File: src/psem_pkg.sv
// Shared types and constants for the priority counting semaphore.
// Holds field widths, command and status codes and the control state type.
// No dependencies.
package psem_pkg;

    localparam int CMD_W    = 1;
    localparam int TASK_W   = 3;
    localparam int PRIO_W   = 3;
    localparam int STATUS_W = 2;
    localparam int COUNT_W  = 8;
    localparam int INIT_W   = 7;

    localparam logic [COUNT_W-1:0] COUNT_MAX = 8'sh7F;
    localparam logic [COUNT_W-1:0] COUNT_MIN = 8'sh80;
    localparam logic [COUNT_W-1:0] COUNT_RST = 8'sh01;

    typedef enum logic [CMD_W-1:0] {
        CMD_WAIT   = 1'b0,
        CMD_SIGNAL = 1'b1
    } t_cmd;

    typedef enum logic [STATUS_W-1:0] {
        STAT_GRANTED  = 2'd0,
        STAT_BLOCKED  = 2'd1,
        STAT_SIGNALED = 2'd2,
        STAT_WOKE     = 2'd3
    } t_status;

    typedef enum logic [1:0] {
        ST_IDLE,
        ST_LEVEL,
        ST_LINK
    } t_state;

endpackage

File: src/psem_ram.sv
// Simple dual-port synchronous RAM, one write and one registered read port.
// Used for the per-level head/tail table and the task link table.
// No dependencies.
module psem_ram #(
    parameter int DEPTH = 8,
    parameter int WIDTH = 3
) (
    input  logic                                 i_clk,
    input  logic                                 i_we,
    input  logic [(DEPTH > 1 ? $clog2(DEPTH) : 1)-1:0] i_waddr,
    input  logic [WIDTH-1:0]                     i_wdata,
    input  logic [(DEPTH > 1 ? $clog2(DEPTH) : 1)-1:0] i_raddr,
    output logic [WIDTH-1:0]                     o_rdata
);

    logic [WIDTH-1:0] r_mem [DEPTH];
    logic [WIDTH-1:0] r_rdata;

    always_ff @(posedge i_clk) begin
        if (i_we) begin
            r_mem[i_waddr] <= i_wdata;
        end
    end

    always_ff @(posedge i_clk) begin
        r_rdata <= r_mem[i_raddr];
    end

    assign o_rdata = r_rdata;

endmodule

File: src/priority_counting_semaphore_core.sv
// Top level of the priority counting semaphore: count, waiting bitmap,
// control sequencer and output register. Uses psem_pkg and two psem_ram.
//
//   channel   | direction | ports           | contents
//   ----------+-----------+-----------------+----------------------------------
//   request   | in        | s_axis_*        | tuser: command; tdata: task_id,
//             |           |                 |   task_priority
//   result    | out       | m_axis_*        | tuser: status; tdata: woken_task,
//             |           |                 |   count_now
//   config    | in        | i_cfg_*         | initial_count, reloads semaphore
//
// An item is accepted, then one head/tail table read follows; a wakeup that leaves
// waiters on its level adds a link table read, since the link table read depends on
// the head just read from the level table.
// Reset is synchronous and needs no clearing pass; table entries are only
// read behind a set waiting bit. A result waits in the output register while
// the next item is taken; that item holds in its last step until the slot
// frees.
module priority_counting_semaphore_core #(
    parameter int NUM_TASKS       = 8,
    parameter int PRIORITY_LEVELS = 6
) (
    input  logic        i_clk,
    input  logic        i_rst_n,
    input  logic        s_axis_tvalid,
    output logic        s_axis_tready,
    input  logic [7:0]  s_axis_tdata,   // [2:0] task_id, [5:3] task_priority
    input  logic [0:0]  s_axis_tuser,   // [0] command
    output logic        m_axis_tvalid,
    input  logic        m_axis_tready,
    output logic [15:0] m_axis_tdata,   // [2:0] woken_task, [10:3] count_now
    output logic [1:0]  m_axis_tuser,   // [1:0] status
    input  logic        i_cfg_valid,
    output logic        o_cfg_ready,
    input  logic [6:0]  i_cfg_data      // [6:0] initial_count
);

    localparam int TW = $clog2(NUM_TASKS);
    localparam int LW = (PRIORITY_LEVELS > 1) ? $clog2(PRIORITY_LEVELS) : 1;

    function automatic logic [LW-1:0] clamp_level(logic [psem_pkg::PRIO_W-1:0] p);
        logic [LW-1:0] lv;
        if (32'(p) >= PRIORITY_LEVELS) lv = LW'(PRIORITY_LEVELS - 1);
        else                           lv = LW'(p);
        return lv;
    endfunction

    function automatic logic [TW-1:0] reduce_task(logic [psem_pkg::TASK_W-1:0] t);
        logic [psem_pkg::TASK_W:0] v;
        v = {1'b0, t};
        for (int i = 0; i < 4; i++) begin
            if (32'(v) >= NUM_TASKS) v = v - (psem_pkg::TASK_W + 1)'(NUM_TASKS);
        end
        return TW'(v);
    endfunction

    // lowest index first, so the highest set level wins
    function automatic logic [LW-1:0] top_level(logic [PRIORITY_LEVELS-1:0] b);
        logic [LW-1:0] lv;
        lv = '0;
        for (int i = 0; i < PRIORITY_LEVELS; i++) begin
            if (b[i]) lv = LW'(i);
        end
        return lv;
    endfunction

    psem_pkg::t_state           r_state, n_state;
    logic [psem_pkg::COUNT_W-1:0] r_count, n_count;
    logic [PRIORITY_LEVELS-1:0] r_wait, n_wait;
    psem_pkg::t_status          r_status, n_status;
    logic [TW-1:0]              r_task, n_task;
    logic [LW-1:0]              r_lvl, n_lvl;
    logic                       r_bit, n_bit;
    logic [TW-1:0]              r_head, n_head;
    logic                       r_m_valid, n_m_valid;
    logic [15:0]                r_m_data, n_m_data;
    logic [1:0]                 r_m_user, n_m_user;

    logic                       in_xfer;
    logic                       out_free;
    logic [LW-1:0]              acc_lvl;
    logic [LW-1:0]              lvl_raddr;
    logic                       lvl_we;
    logic [2*TW-1:0]            lvl_wdata;
    logic [2*TW-1:0]            lvl_q;
    logic [TW-1:0]              lvl_head, lvl_tail;
    logic [TW-1:0]              link_raddr;
    logic                       link_we;
    logic [TW-1:0]              link_q;
    logic                       load_out;
    logic [TW-1:0]              out_woken;

    assign s_axis_tready = (r_state == psem_pkg::ST_IDLE);
    assign in_xfer       = s_axis_tvalid && s_axis_tready;
    assign out_free      = !r_m_valid || m_axis_tready;
    assign o_cfg_ready   = 1'b1;

    assign acc_lvl  = (s_axis_tuser[0] == psem_pkg::CMD_WAIT)
                    ? clamp_level(s_axis_tdata[5:3]) : top_level(r_wait);
    assign lvl_raddr = (r_state == psem_pkg::ST_IDLE) ? acc_lvl : r_lvl;
    assign lvl_head  = lvl_q[2*TW-1:TW];
    assign lvl_tail  = lvl_q[TW-1:0];
    assign link_raddr = (r_state == psem_pkg::ST_LINK) ? r_head : lvl_head;

    psem_ram #(.DEPTH(PRIORITY_LEVELS), .WIDTH(2*TW)) u_level_ram (
        .i_clk   (i_clk),
        .i_we    (lvl_we),
        .i_waddr (r_lvl),
        .i_wdata (lvl_wdata),
        .i_raddr (lvl_raddr),
        .o_rdata (lvl_q)
    );

    psem_ram #(.DEPTH(NUM_TASKS), .WIDTH(TW)) u_link_ram (
        .i_clk   (i_clk),
        .i_we    (link_we),
        .i_waddr (lvl_tail),
        .i_wdata (r_task),
        .i_raddr (link_raddr),
        .o_rdata (link_q)
    );

    always_comb begin
        n_state   = r_state;
        n_count   = r_count;
        n_wait    = r_wait;
        n_status  = r_status;
        n_task    = r_task;
        n_lvl     = r_lvl;
        n_bit     = r_bit;
        n_head    = r_head;
        n_m_valid = r_m_valid && !m_axis_tready;
        lvl_we    = 1'b0;
        lvl_wdata = lvl_q;
        link_we   = 1'b0;
        load_out  = 1'b0;
        out_woken = '0;

        unique case (r_state)
            psem_pkg::ST_IDLE: begin
                if (in_xfer) begin
                    n_task = reduce_task(s_axis_tdata[2:0]);
                    n_lvl  = acc_lvl;
                    n_bit  = r_wait[acc_lvl];
                    if (s_axis_tuser[0] == psem_pkg::CMD_WAIT) begin
                        if (r_count != psem_pkg::COUNT_MIN) n_count = r_count - 8'd1;
                        n_status = n_count[psem_pkg::COUNT_W-1] ? psem_pkg::STAT_BLOCKED
                                                                : psem_pkg::STAT_GRANTED;
                    end else begin
                        if (r_count != psem_pkg::COUNT_MAX) n_count = r_count + 8'd1;
                        n_status = (r_wait != '0) ? psem_pkg::STAT_WOKE
                                                  : psem_pkg::STAT_SIGNALED;
                    end
                    n_state = psem_pkg::ST_LEVEL;
                end
            end
            psem_pkg::ST_LEVEL: begin
                priority if (r_status == psem_pkg::STAT_WOKE && lvl_head != lvl_tail) begin
                    // level keeps waiters: fetch the successor first
                    n_head  = lvl_head;
                    n_state = psem_pkg::ST_LINK;
                end else if (out_free) begin
                    load_out = 1'b1;
                    n_state  = psem_pkg::ST_IDLE;
                    if (r_status == psem_pkg::STAT_BLOCKED) begin
                        lvl_we        = 1'b1;
                        lvl_wdata     = {(r_bit ? lvl_head : r_task), r_task};
                        link_we       = r_bit;
                        n_wait[r_lvl] = 1'b1;
                    end else if (r_status == psem_pkg::STAT_WOKE) begin
                        out_woken     = lvl_head;
                        n_wait[r_lvl] = 1'b0;
                    end
                end
            end
            psem_pkg::ST_LINK: begin
                if (out_free) begin
                    lvl_we    = 1'b1;
                    lvl_wdata = {link_q, lvl_tail};
                    out_woken = r_head;
                    load_out  = 1'b1;
                    n_state   = psem_pkg::ST_IDLE;
                end
            end
            default: n_state = psem_pkg::ST_IDLE;
        endcase

        n_m_data = r_m_data;
        n_m_user = r_m_user;
        if (load_out) begin
            n_m_valid = 1'b1;
            n_m_data  = {5'b0, r_count, 3'(out_woken)};
            n_m_user  = r_status;
        end

        // reload the semaphore on a configuration transfer
        if (i_cfg_valid && o_cfg_ready) begin
            n_count = {1'b0, i_cfg_data};
            n_wait  = '0;
        end
    end

    always_ff @(posedge i_clk) begin
        if (!i_rst_n) begin
            r_state   <= psem_pkg::ST_IDLE;
            r_count   <= psem_pkg::COUNT_RST;
            r_wait    <= '0;
            r_m_valid <= 1'b0;
        end else begin
            r_state   <= n_state;
            r_count   <= n_count;
            r_wait    <= n_wait;
            r_m_valid <= n_m_valid;
        end
    end

    always_ff @(posedge i_clk) begin
        r_status <= n_status;
        r_task   <= n_task;
        r_lvl    <= n_lvl;
        r_bit    <= n_bit;
        r_head   <= n_head;
        r_m_data <= n_m_data;
        r_m_user <= n_m_user;
    end

    assign m_axis_tvalid = r_m_valid;
    assign m_axis_tdata  = r_m_data;
    assign m_axis_tuser  = r_m_user;

    a_link_after_level: assert property (@(posedge i_clk) disable iff (!i_rst_n)
        (r_state == psem_pkg::ST_LINK && $past(r_state) != psem_pkg::ST_LINK)
        |-> $past(r_state) == psem_pkg::ST_LEVEL)
        else $error("link fetch entered without a level table read");

    a_woke_has_waiter: assert property (@(posedge i_clk) disable iff (!i_rst_n)
        (r_state == psem_pkg::ST_LEVEL && r_status == psem_pkg::STAT_WOKE)
        |-> r_wait[r_lvl])
        else $error("wakeup chose a level with no waiter");

    a_blocked_negative: assert property (@(posedge i_clk) disable iff (!i_rst_n)
        (r_m_valid && r_m_user == psem_pkg::STAT_BLOCKED) |-> r_m_data[10])
        else $error("blocked result with a non-negative count");

    a_granted_nonneg: assert property (@(posedge i_clk) disable iff (!i_rst_n)
        (r_m_valid && r_m_user == psem_pkg::STAT_GRANTED) |-> !r_m_data[10])
        else $error("granted result with a negative count");

endmodule
File: config.mk
export PLATFORM = sky130hd
export DESIGN_NAME = priority_counting_semaphore_core
export DESIGN_NICKNAME = d
export VERILOG_FILES = /design/src/psem_pkg.sv /design/src/psem_ram.sv /design/src/priority_counting_semaphore_core.sv
export SDC_FILE = /design/constraint.sdc
export NUM_CORES = 1
export LEC_CHECK = 0
export ABC_AREA = 1
export BUFFER_PORTS_ARGS = -buffer_cell sky130_fd_sc_hd__buf_2
export CORE_MARGIN = 10
export CORE_UTILIZATION = 60
export CTS_BUF_LIST = sky130_fd_sc_hd__clkbuf_8
export CTS_CLUSTER_DIAMETER = 120
export DETAILED_ROUTE_END_ITERATION = 7
export PLACE_DENSITY = 0.8
export SLEW_MARGIN = 15
export SYNTH_ARGS = -nofsm -noshare
export SYNTH_HDL_FRONTEND = slang
export SYNTH_SLANG_ARGS = --single-unit
File: constraint.sdc
create_clock -name i_clk -period 2.7 [get_ports i_clk]
set_input_delay 0.27 -clock i_clk [delete_from_list [all_inputs] [get_ports i_clk]]
set_output_delay 0.27 -clock i_clk [all_outputs]
set_load 0.01 [all_outputs]
==> metrics, run 1 <==
final worst slack between 0.3 and 0.4 ns; clock root cell clkbuf_8; Final Skew about 0.011 ns; pin count of the biggest net entering global routing 24; vias in the first global route between 3000 and 4000; CP max FO 10; die height 113.2 µm; First DRT Iteration DRCs 255; Seq/Total Area, Yosys 0.5898; Crit path max-delay family simple AND/OR/NAND/NOR gates; Setup Fix Bufs, Post-CTS 0; Worst EP arrival 2.34 ns; Mapped Avg Cell Area 9.490 µm²; crit-path cells inv_1, ha_1, inv_2, nor2_1, o21ai_1, nor2_1; worst vdd ir ~0.38 mV; clk buf depth 2; fraction of layout cells with a size suffix above 1 0.1337; vias per inst around 5.6; total CTS buffers 9; Crit-path slowest cell nor2_1; post-synthesis register bit count 111; antenna fix cells 0; fill count approximately 650; drt pass-1 iters 5; hold_buf cts 0; Slew HR 0.5447; worst slew pin tran approximately 0.7 ns; post_cts resized 0; H-tree level count 3; Area Overhead vs Synth 8.237%; most used cell, CP nor2_1; Mapped Cells 549; Synth top area share 0.4899; Die Width roughly 110 µm; initial core utilization 0.6247; Synth area leader edfxtp_1; Synth cell types 33; grt ovf 0; DR WL/cell about 15 µm; CP Capture Type flop; pre-CTS setup slack 0.4194 ns; Fin. Hold Viols 0; peak per-stage delay on the critical path roughly 0.48 ns; core box area approximately 0.0083 mm²; DIE AREA roughly 0.013 mm²; min cycle time layout between 2 and 2.5 ns; fmax 430.6 MHz; asr flop ratio synth 0; CP required about 2.7 ns; RePlAce Congestion roughly 0.91; Synthesis Warnings 0; leading register cell type out of synthesis edfxtp_1; initial antenna violation count 0; CTS Sinks roughly 110; status finished clean; RSZ-0062 raised after global routing false; fin area ~0.0056 mm²; setup tns final 0 ns; first-pass GRT wire length 17.40 mm; Static Leak about 0.0022 µW; mapped cell area about 0.0052 mm²; Port-buffer cells 33; Max Cap Viol 0; hold crit path type in2reg; CTS tree done; drt total wl 10.55 mm; fin crit share 0.8601; # setup viols final 0; fin. max-slew vios 0; GRT Util Overall 0.1646; P per Cell Area roughly 660 mW/mm²; area post-placement 0.005453 mm²; Worst Setup Path Type reg2reg; clk slew on worst S/H paths 0.11 ns; nets 614; Post-synth EDFFs 85; HPWL after DPL just under 8 mm; ANT nets after route 0; startpoint types flop; io pins 42; Bufs and invs on worst path 2; # DRC 0; Skew-Pair Late Insertion Delay ~0.37 ns; main area contributors after synthesis edfxtp_1, dfxtp_1, nand2_1; # rows 33; via count ~3900
## flip-flops by register name, summed over array words and instances (netlist names), named ones only
| name | flops |
|---|---|
| u_link_ram.o_rdata | 3 |
| r_task | 3 |
| r_bit | 1 |
| r_status | 2 |
| m_axis_tdata | 11 |
| m_axis_tuser | 2 |
| u_level_ram.r_mem | 36 |
| r_state | 2 |
| r_count | 8 |
| u_link_ram.r_mem | 24 |
| r_head | 3 |
| u_level_ram.o_rdata | 6 |
| m_axis_tvalid | 1 |
| r_lvl | 3 |
## routing by layer
metal  vias up  GRT usage  wire, µm
met5         -          0         0
met4         0    0.05245       112
met3        12    0.04173       818
met2       137     0.2638      5001
met1      1795     0.2135      4618
li1       1925          -         -
## worst register-to-register path, cell delays in order (launching register included)
cell,delay (ns)
dfxtp_1,0.36
inv_1,0.11
ha_1,0.38
inv_2,0.09
nor2_1,0.28
o21ai_1,0.26
nor2_1,0.48
## through the flow
stage                     instances  utilization  hold slack [ns]  total power, µW
after floorplan                 553            -           0.3689             2584
after global placement          680       0.6538           0.4484             2753
after detailed placement        680       0.6538           0.4492             2780
after CTS                       696       0.6761          0.05003             3693
after global routing            696       0.6761          0.04002             3882
final                           696       0.6761          0.06076             3694
## final cells by class
type / count / area [µm²] / share of cell area
sequential: 111 / 3073 / 0.5449
inverter: 65 / 244.0 / 0.04327
clock inverter: 7 / 62.56 / 0.01109
multi-input combinational: 360 / 1794 / 0.3182
timing repair buffer: 39 / 210.2 / 0.03728
clock buffer: 9 / 123.9 / 0.02197
tap: 105 / 131.4 / 0.02330
## logic make-up (layout without fill, tap and decap cells)
family | Yosys count | after routing | synth area share
adders and majority gates | 7 | 7 | 0.01681
other | 2 | 6 | 0.001441
AOI/OAI and AO/OA | 97 | 97 | 0.1071
and+or+nand+nor | 238 | 238 | 0.1945
buffers and inverters | 82 | 120 | 0.06868
xor gates and xnor gates | 9 | 9 | 0.01513
muxes | 3 | 3 | 0.006484
DFF | 111 | 111 | 0.5898
## synth_stat cells (3+ instances only)
master and number:
nand2_1 107, edfxtp_1 85, inv_1 59, nor2_1 57, nand3_1 48, o21ai_0 38, a21oi_1 27, dfxtp_1 26
o211ai_1 15, nor3_1 11, buf_2 7, buf_4 7, ha_1 7, o22ai_1 7, inv_2 6, xor2_1 6
nand2_2 4, a31oi_1 3, mux2_2 3, nand4_1 3, o21ai_1 3, or2_2 3, xnor2_1 3
## cell usage in the layout (no fill, tap or decap), drive strengths merged
| cell | netlist | final |
|---|---|---|
| a21oi | 28 | 28 |
| a31oi | 3 | 3 |
| buf | 16 | 39 |
| clkbuf | 1 | 9 |
| clkinvlp | 0 | 3 |
| conb | 2 | 6 |
| dfxtp | 26 | 26 |
| edfxtp | 85 | 85 |
| ha | 7 | 7 |
| inv | 65 | 69 |
| mux2 | 3 | 3 |
| nand2 | 112 | 112 |
| nand3 | 49 | 49 |
| nand4 | 3 | 3 |
| nor2 | 59 | 59 |
| nor3 | 11 | 11 |
| nor4 | 1 | 1 |
| o211ai | 15 | 15 |
| o21ai | 44 | 44 |
| o22ai | 7 | 7 |
| or2 | 3 | 3 |
| xnor2 | 3 | 3 |
| xor2 | 6 | 6 |
## power breakdown
| part | leakage (µW) | total [µW] | internal [µW] | switching, µW |
|---|---|---|---|---|
| registers | 0.000991 | 2080 | 1980 | 93.5 |
| logic | 0.00113 | 678 | 230 | 448 |
| clock network | 0.0000863 | 940 | 355 | 585 |
| total | 0.00221 | 3690 | 2570 | 1130 |
## worst paths after layout
| check | depth (start not counted) | start | endpoint | slack [ns] |
|---|---|---|---|---|
| hold / removal | 1 | s_axis_tdata[1] | r_task[1] | 0.06 |
| setup reg to reg | 6 | r_state[0] | u_level_ram.r_mem[3][3] | 0.38 |
| setup / recovery | 6 | r_state[0] | u_level_ram.r_mem[3][3] | 0.38 |
| hold reg to reg | 2 | flop | flop | 0.49 |
Power figures use the tool's default switching activity.
==> run 2, diff against run 1 <==
--- a/config.mk
+++ b/config.mk
@@ -13,6 +13,7 @@
 export CTS_CLUSTER_DIAMETER = 120
 export DETAILED_ROUTE_END_ITERATION = 7
 export PLACE_DENSITY = 0.8
+export REMOVE_ABC_BUFFERS = 1
 export SLEW_MARGIN = 15
 export SYNTH_ARGS = -nofsm -noshare
 export SYNTH_HDL_FRONTEND = slang
==> run 2 against run 1 <==
Net effect: final cell count is 0.14% lower; die area unchanged; non-clock buffer count fell by 1; clock skew grew 0.0079 ns; sequential power barely moved; largest cell class unchanged; clock power up 18%.
==> metrics, run 2 (same netlist as run 1, synthesis figures left out) <==
CTS tree done (unchanged); clock share of power 0.286 (was 0.254); hold_buf cts 0 (unchanged); fin crit share 0.8815 (was 0.8601); # rows 33 (unchanged); H-tree level count 3 (unchanged); CP required 2.71 ns (was 2.72 ns); CP max FO 10 (unchanged); RePlAce Congestion 0.9077 (was 0.9078); Final Skew 0.01878 ns (was 0.01085 ns); clk buf depth 2 (unchanged); worst slew pin tran 0.7673 ns (was 0.6798 ns); flop2flop setup slack 0.32 ns (was 0.38 ns); # DRC 0 (unchanged); GRT Util Overall 0.1753 (was 0.1646); DIE AREA 0.01281 mm² (unchanged); FF-to-FF End u_level_ram.r_mem[3][0] (was u_level_ram.r_mem[3][3]); Die Width 113.2 µm (unchanged); P_sw 1127 µW (was 1126 µW); CP Capture Type flop (unchanged); Slew HR 0.4831 (was 0.5447); vias in the first global route 3770 (was 3686); CTS Sinks 111 (unchanged); fill count 641 (was 653); Worst EP arrival 2.39 ns (was 2.34 ns); Port-buffer cells 33 (unchanged); ANT nets after route 0 (unchanged); met1 usage 0.2303 (was 0.2135); clk slew on worst S/H paths 0.10 ns (was 0.11 ns); via count 3927 (was 3869); io pins 42 (unchanged); setup tns final 0 ns (unchanged); hold crit path type in2reg (unchanged); nets 613 (was 614); Static Leak 0.002230 µW (was 0.002205 µW); GR peak layer met2 (unchanged); Fin. Hold Viols 0 (unchanged); internal power 2744 µW (was 2568 µW); status finished clean (unchanged); fmax 420.2 MHz (was 430.6 MHz); Top reg by flops u_level_ram.r_mem (unchanged); hold_ws 0.07858 ns (was 0.06076 ns); initial antenna violation count 0 (unchanged); HPWL after DPL 8.504 mm (was 7.881 mm); Area Overhead vs Synth 8.862% (was 8.237%); fin. max-slew vios 0 (unchanged); Worst Setup Path Type reg2reg (unchanged); DR WL/cell 16.21 µm (was 15.16 µm); First DRT Iteration DRCs 261 (was 255); max FFs per register 36 (unchanged); die height 113.2 µm (unchanged); min cycle time layout 2.380 ns (was 2.322 ns); fraction of layout cells with a size suffix above 1 0.1322 (was 0.1337); clock root cell clkbuf_8 (unchanged); sw frac 0.2911 (was 0.3049); # setup viols final 0 (unchanged); drt pass-1 iters 5 (unchanged); post_cts resized 0 (unchanged); R2R depth 6 (unchanged); area of the multi-input gates 0.001794 mm² (unchanged); worst setup path start r_state[0] (unchanged); Skew-Pair Late Insertion Delay 0.38 ns (was 0.37 ns); register area 0.003073 mm² (unchanged); Setup Fix Bufs, Post-CTS 0 (unchanged); met2 Usage GRT 0.2849 (was 0.2638); worst vdd ir 0.3717 mV (was 0.3752 mV); reg-to-reg critical path startpoint r_state[0] (unchanged); pin count of the biggest net entering global routing 24 (unchanged); RSZ-0062 raised after global routing false (unchanged); core box area 0.008341 mm² (unchanged); most common cell after layout, fill and taps aside nand2_1 (unchanged); first-pass GRT wire length 18.60 mm (was 17.40 mm); initial core utilization 0.6247 (unchanged); Worst Setup EP u_level_ram.r_mem[3][0] (was u_level_ram.r_mem[3][3]); total CTS buffers 9 (unchanged); Flop pwr share 0.537 (was 0.562); vias per inst 5.650 (was 5.559); most frequent cells in the layout nand2_1, edfxtp_1, inv_1, nor2_1, nand3_1 (unchanged); grt ovf 0 (unchanged); Max Cap Viol 0 (unchanged); startpoint types flop (unchanged); P per Cell Area 682.5 mW/mm² (was 655.1 mW/mm²); Comb power frac 0.178 (was 0.183); drt total wl 11.26 mm (was 10.55 mm); GRT met3 Usage 0.03751 (was 0.04173); antenna fix cells 0 (unchanged)
[run 2: how the worst min path moves through the flow]
stage / startpoint / end / slack [ns] / cells past startpoint
final: s_axis_tdata[1] / r_task[1] / 0.08 / 1
after global routing: s_axis_tdata[0] / r_task[0] / 0.06 / 1
after CTS: s_axis_tdata[1] / r_task[1] / 0.07 / 1
after detailed placement: s_axis_tdata[2] / r_task[2] / 0.45 / 1
after global placement: s_axis_tdata[1] / r_task[1] / 0.45 / 1
after floorplan: s_axis_tuser / r_status[1] / 0.37 / 0
[run 2: power groups by stage]
stage / sequential, µW / combinational (µW) / clock [µW]
floorplan: 2080 / 473 / 0
global placement: 2110 / 646 / 0
detailed placement: 2110 / 679 / 0
CTS: 2070 / 683 / 1120
global route: 2090 / 777 / 1190
finish: 2080 / 688 / 1110
[run 2: per-stage QoR]
stage               worst slack, ns  total power, µW  area [µm²]  std cells    util
global route                 0.1606             4054        5672        695  0.6800
global placement             0.5278             2751        5445        679  0.6529
finish                       0.3200             3871        5672        695  0.6800
CTS                          0.3705             3872        5672        695  0.6800
detailed placement           0.3963             2788        5445        679  0.6529
floorplan                    0.7341             2558        5111        536       -
[run 2: worst max-delay path: stages, from the launching register on]
cell,delay [ns]
dfxtp_1,0.35
inv_1,0.11
ha_1,0.39
inv_2,0.10
nor2_1,0.32
o21ai_1,0.27
nor2_1,0.48
[run 2: final cells by class]
cell class                 count  share of cell area
clock buffer                   9             0.02184
clock inverter                 7             0.01809
timing repair buffer          38             0.03574
inverter                      65             0.04302
multi-input combinational    360              0.3163
tap                          105             0.02316
sequential                   111              0.5418
[run 2: routing by layer]
layer	vias to the layer above	share of wire
met4	0	0.011
met1	1847	0.43
met3	12	0.067
met2	140	0.49
li1	1928	-
met5	-	0
